--- config.mk ---
export PLATFORM = sky130hd
export DESIGN_NAME = efsd_cell
export DESIGN_NICKNAME = d
export VERILOG_FILES = /design/src/rtl/core/efsd_pkg.sv /design/src/rtl/core/efsd_cell.sv
export SDC_FILE = /design/constraint.sdc
export NUM_CORES = 1
export LEC_CHECK = 0
export BUFFER_PORTS_ARGS = -buffer_cell sky130_fd_sc_hd__buf_2
export CORE_MARGIN = 3
export CORE_UTILIZATION = 36
export DETAILED_ROUTE_END_ITERATION = 8
export GPL_TIMING_DRIVEN = 1
export MAX_ROUTING_LAYER = met4
export SLEW_MARGIN = 5
export SYNTH_ARGS = -nofsm -noshare
export SYNTH_HDL_FRONTEND = slang
export SYNTH_SLANG_ARGS = --single-unit
--- constraint.sdc ---
create_clock -name clk -period 9.84 [get_ports clk]
set_clock_uncertainty 0.2 [all_clocks]
set_input_delay 1.968 -clock clk [delete_from_list [all_inputs] [get_ports clk]]
set_output_delay 1.968 -clock clk [all_outputs]
set_load 0.1 [all_outputs]
--- src/rtl/core/efsd_pkg.sv ---
// ----------------------------------------------------------------------------
// Earliest-free-server dispatcher package
// Shared widths, limits and the structs that travel along the server chain.
// ----------------------------------------------------------------------------
package efsd_pkg;

  localparam int IN_W   = 32;  // requested start and end times
  localparam int TIME_W = 48;  // server free times
  localparam int CNT_W  = 16;  // per-server job counts
  localparam int SRV_W  = 4;   // server index as reported on the result
  localparam int IDX_W  = 6;   // internal server index, covers up to 64 servers
  localparam int CFG_W  = 5;   // server_count register

  localparam logic [TIME_W-1:0] TIME_MAX = {TIME_W{1'b1}};
  localparam logic [CNT_W-1:0]  CNT_MAX  = {CNT_W{1'b1}};

  // Search state handed from one server cell to the next
  typedef struct packed {
    logic              found;   // a server free by the start has been seen
    logic [IDX_W-1:0]  fidx;
    logic [CNT_W-1:0]  fcount;
    logic              mvalid;  // an earliest-free candidate has been seen
    logic [IDX_W-1:0]  midx;
    logic [TIME_W-1:0] mtime;
    logic [CNT_W-1:0]  mcount;
  } carry_t;

  // Write-back broadcast to all cells
  typedef struct packed {
    logic              en;
    logic [IDX_W-1:0]  idx;
    logic [TIME_W-1:0] ftime;
    logic [CNT_W-1:0]  count;
  } update_t;

endpackage

--- src/rtl/core/efsd_cell.sv ---
// ----------------------------------------------------------------------------
// Server cell
// Holds one server's free time and job count, folds itself into the search
// carry and registers the carry for the next cell.
// ----------------------------------------------------------------------------
module efsd_cell #(
  parameter int IDX = 0
) (
  input  logic                       clk,
  input  logic                       rst_n,
  input  logic                       active,
  input  logic [efsd_pkg::IN_W-1:0]  start_time,
  input  efsd_pkg::carry_t           carry_in,
  output efsd_pkg::carry_t           carry_out,
  input  efsd_pkg::update_t          upd
);

  localparam logic [efsd_pkg::IDX_W-1:0] MY_IDX = efsd_pkg::IDX_W'(IDX);

  logic [efsd_pkg::TIME_W-1:0] free_time_r;
  logic [efsd_pkg::CNT_W-1:0]  job_count_r;
  efsd_pkg::carry_t            carry_r;
  efsd_pkg::carry_t            carry_nxt;
  logic [efsd_pkg::TIME_W-1:0] start_w;

  assign start_w = {{(efsd_pkg::TIME_W-efsd_pkg::IN_W){1'b0}}, start_time};

  always_comb begin
    carry_nxt = carry_in;
    if (active) begin
      if (!carry_in.found && (free_time_r <= start_w)) begin
        carry_nxt.found  = 1'b1;
        carry_nxt.fidx   = MY_IDX;
        carry_nxt.fcount = job_count_r;
      end
      // strict compare keeps the lowest index on equal free times
      if (!carry_in.mvalid || (free_time_r < carry_in.mtime)) begin
        carry_nxt.mvalid = 1'b1;
        carry_nxt.midx   = MY_IDX;
        carry_nxt.mtime  = free_time_r;
        carry_nxt.mcount = job_count_r;
      end
    end
  end

  always_ff @(posedge clk) begin
    carry_r <= carry_nxt;
  end

  always_ff @(posedge clk) begin
    if (!rst_n) begin
      free_time_r <= '0;
      job_count_r <= '0;
    end else if (upd.en && (upd.idx == MY_IDX)) begin
      free_time_r <= upd.ftime;
      job_count_r <= upd.count;
    end
  end

  assign carry_out = carry_r;

endmodule

==> impl_results.md <==
* Max Freq at 198 MHz
* Final setup viols at 0
* Placer's final routability congestion estimate at 0.796
* Seq/Total Area, Yosys at 41.0%
* Post-CTS Setup Bufs at 0
* CP bufs+invs at 4
* Deepest clock path buffer count at 2
* Vias in the first global route at 6789
* Worst-Margin Slew at 1.05 ns
* TNS Setup at 0 ns
* Pwr Density at 168 nW/µm²
* Core area at about 21000 µm²
* Largest net degree at the start of global routing at 65
* Reg2Reg Depth at 10
* CTS hold repair buffers at 0
* Final Critical Period at 5.04 ns
* CP max-delay cell: a21bo_2
* Max-slew violation count at 0
* Inserted Clock Buffers at 17
* Clock Sinks at 158
* Ys async rst share at 0%
* Fin nets at 1416
* Final core occ at about 48%
* Hold Path Stages at 2
* Remaining DRCs at 0
* Fin crit share at 51.2%
* Worst setup EP type: register
* Grt ovf at 0
* Via-to-Cell Ratio at around 5.0
* Worst Setup Start Kind: input pin
* ANT nets after route at 0
* Syn Std Cell Area at between 7000 and 8000 µm²
* Initial DRC count at 467
* RR Startpoint: free_time_r[41]
* Worst VDD drop at 0.102 mV
* EDFF count, synth at 0
* Std-Cell Rows at 52
* Vias at ~7100
* Run status: completed
* Die X at 152 µm
* Die area at 23200 µm²
* Post-DP HPWL at 17900 µm
* Reg clk slew, reported paths at roughly 0.070 ns
* Tot GR Track Use at about 20%
* Area Growth Syn to Fin at 29.0%
* I/O pin count at 294
* Number of gates resized after cts at 0
* WP data arrival at between 5 and 6 ns
* Hold_sp: job_count_r[2]
* Critical Path Fanout Max at 51
* Die H at approximately 150 µm
* Fin. Hold Viols at 0
* H-tree Lvls at 4
* Count of cell types in the netlist at 36
* Worst R2R End: carry_out[7]
* Starting Density at 37.4%
* HP Class: reg -> reg
* Share of layout cells above drive strength 1 at about 31%
* Final worst slack at 4.80 ns
* Syn_area_per_cell at 8.93 µm²
* Critical path type: in -> reg
* Place WS at 4.32 ns
* Max-Cap Viols at 0
* Number of synthesis warnings at 0
* DR pass1 iterations at 5
* CTS tree: done
* Crit path largest cell delay at ~0.75 ns
* Slew margin rel. at 30.0%
* Fillers at 2028
* Commonest register cell after synthesis: dfxtp_1
* FF+latch count, synth at 158
* Leakage at 0.00490 µW
* Mapped Nets at between 1000 and 1500
* Register-to-register setup slack at 6.14 ns
* RSZ-0062 raised after global routing: no
* Cells after synthesis at between 800 and 900
* Hold path endpoint: job_count_r[2]
* Required time of the critical path at 10.01 ns
* CTS root buf: clkbuf_16
* Routed len/inst at 16.7 µm
* DRT Wirelength at ~24000 µm
* Antenna violations before repair at 2
* First-pass GRT wire length at 37200 µm
* PortBufs at 293
* Critical path's top delay family: compound AO/OA/AOI/OAI gates
* Worst-Skew Late Latency at 0.43 ns
* CP Cell Sequence: buf_2, inv_1, ha_1, a21o_1, a21o_1, a21oi_1, o2111a_2, buf_4, a21oi_1, a21bo_2, buf_4, a221o_1
-- registers in the layout, indices dropped and copies added, names as in the netlist --
| signal | cells |
|---|---|
| carry_out | 94 |
| free_time_r | 48 |
| job_count_r | 16 |
-- synth_stat cells (8+ instances only) --
| master | instances | area (µm²) |
|---|---|---|
| dfxtp_1 | 158 | 3160 |
| nand2_1 | 151 | 567 |
| inv_1 | 90 | 338 |
| ha_1 | 79 | 988 |
| a221o_1 | 66 | 661 |
| a21boi_0 | 64 | 480 |
| nor3_1 | 54 | 270 |
| a21oi_1 | 33 | 165 |
| clkbuf_1 | 31 | 116 |
| and2_1 | 23 | 144 |
| mux2_2 | 16 | 180 |
| nand4_1 | 15 | 93.8 |
| nor2_1 | 14 | 52.6 |
| o21ai_0 | 14 | 70.1 |
| buf_6 | 8 | 90.1 |
-- logic make-up (layout without fill, tap and decap cells) --
| family | count (synthesis) | after routing | synth area share [%] |
|---|---|---|---|
| buffers and inverters | 138 | 423 | 7.60 |
| other | 0 | 2 | 0 |
| AOI/OAI and AO/OA | 195 | 195 | 19.9 |
| adders and majority gates | 79 | 79 | 12.8 |
| and+or+nand+nor | 279 | 279 | 16.5 |
| DFF | 158 | 158 | 41.0 |
| muxes | 16 | 16 | 2.33 |
-- routing by layer --
layer | GRT usage, % | share of wire [%] | wire (µm) | vias to the layer above
met2 | 33.4 | 48 | 11300 | 182
met5 | - | 0 | 0 | -
met3 | 3.52 | 4.2 | 1010 | 29
met4 | 6.28 | 2.0 | 466 | 0
met1 | 26.3 | 46 | 11000 | 3271
li1 | - | - | - | 3602
-- how the worst max path moves through the flow --
stage	startpoint	end	slack, ns	cells after the start
2_1_floorplan	carry_in[30]	carry_out[0]	5.36	11
3_3_place_gp	carry_in[57]	carry_out[5]	4.43	12
3_5_place_dp	carry_in[57]	carry_out[14]	4.32	12
4_1_cts	carry_in[57]	carry_out[6]	4.78	12
5_1_grt	carry_in[57]	carry_out[6]	4.59	12
6_report	carry_in[57]	carry_out[7]	4.80	12
-- stage by stage --
step | instances | power [µW] | cell area [µm²] | hold slack [ns]
global placement | 1388 | 1010 | 9350 | 0.275
detailed placement | 1388 | 1010 | 9350 | 0.280
finish | 1422 | 1680 | 9970 | 0.291
floorplan | 865 | 923 | 7720 | 0.254
global route | 1422 | 1740 | 9970 | 0.313
CTS | 1420 | 1700 | 9960 | 0.290
-- tightest hold or removal path, cell delays in order, from the launching register on --
cell	delay, ns
dfxtp_1	0.32
nand2_1	0.05
a21boi_0	0.06
-- layout make-up --
class	instances	area [µm²]	area share, %
Antenna cell	2	5.00	0.0502
Clock buffer	18	439	4.41
Clock inverter	14	171	1.72
Inverter	90	338	3.39
Multi-Input combinational cell	569	3990	40.0
Sequential cell	158	3160	31.7
Tap cell	270	338	3.39
Timing Repair Buffer	301	1530	15.3
-- placed cells by master, fill, tap and decap left out, drive strengths merged, types with 2 or more instances in the layout --
cell    synthesis  final
a211oi          4      4
a21boi         64     64
a21o            5      5
a21oi          33     33
a221o          66     66
and2           23     23
buf            17    301
bufinv          0      2
clkbuf         31     18
clkinv          0      4
dfxtp         158    158
diode           0      2
ha             79     79
inv            90     97
mux2           16     16
nand2         151    151
nand3           7      7
nand4          15     15
nor2           14     14
nor2b           2      2
nor3           55     55
nor4            7      7
o211ai          2      2
o21ai          14     14
or2             2      2
-- power by group --
part | switching, µW | internal [µW] | total (µW)
Combinational | 242 | 80.6 | 323
Clock | 295 | 391 | 686
Sequential | 6.87 | 663 | 670
Total | 544 | 1130 | 1680
(Power assumes the default switching activity.)
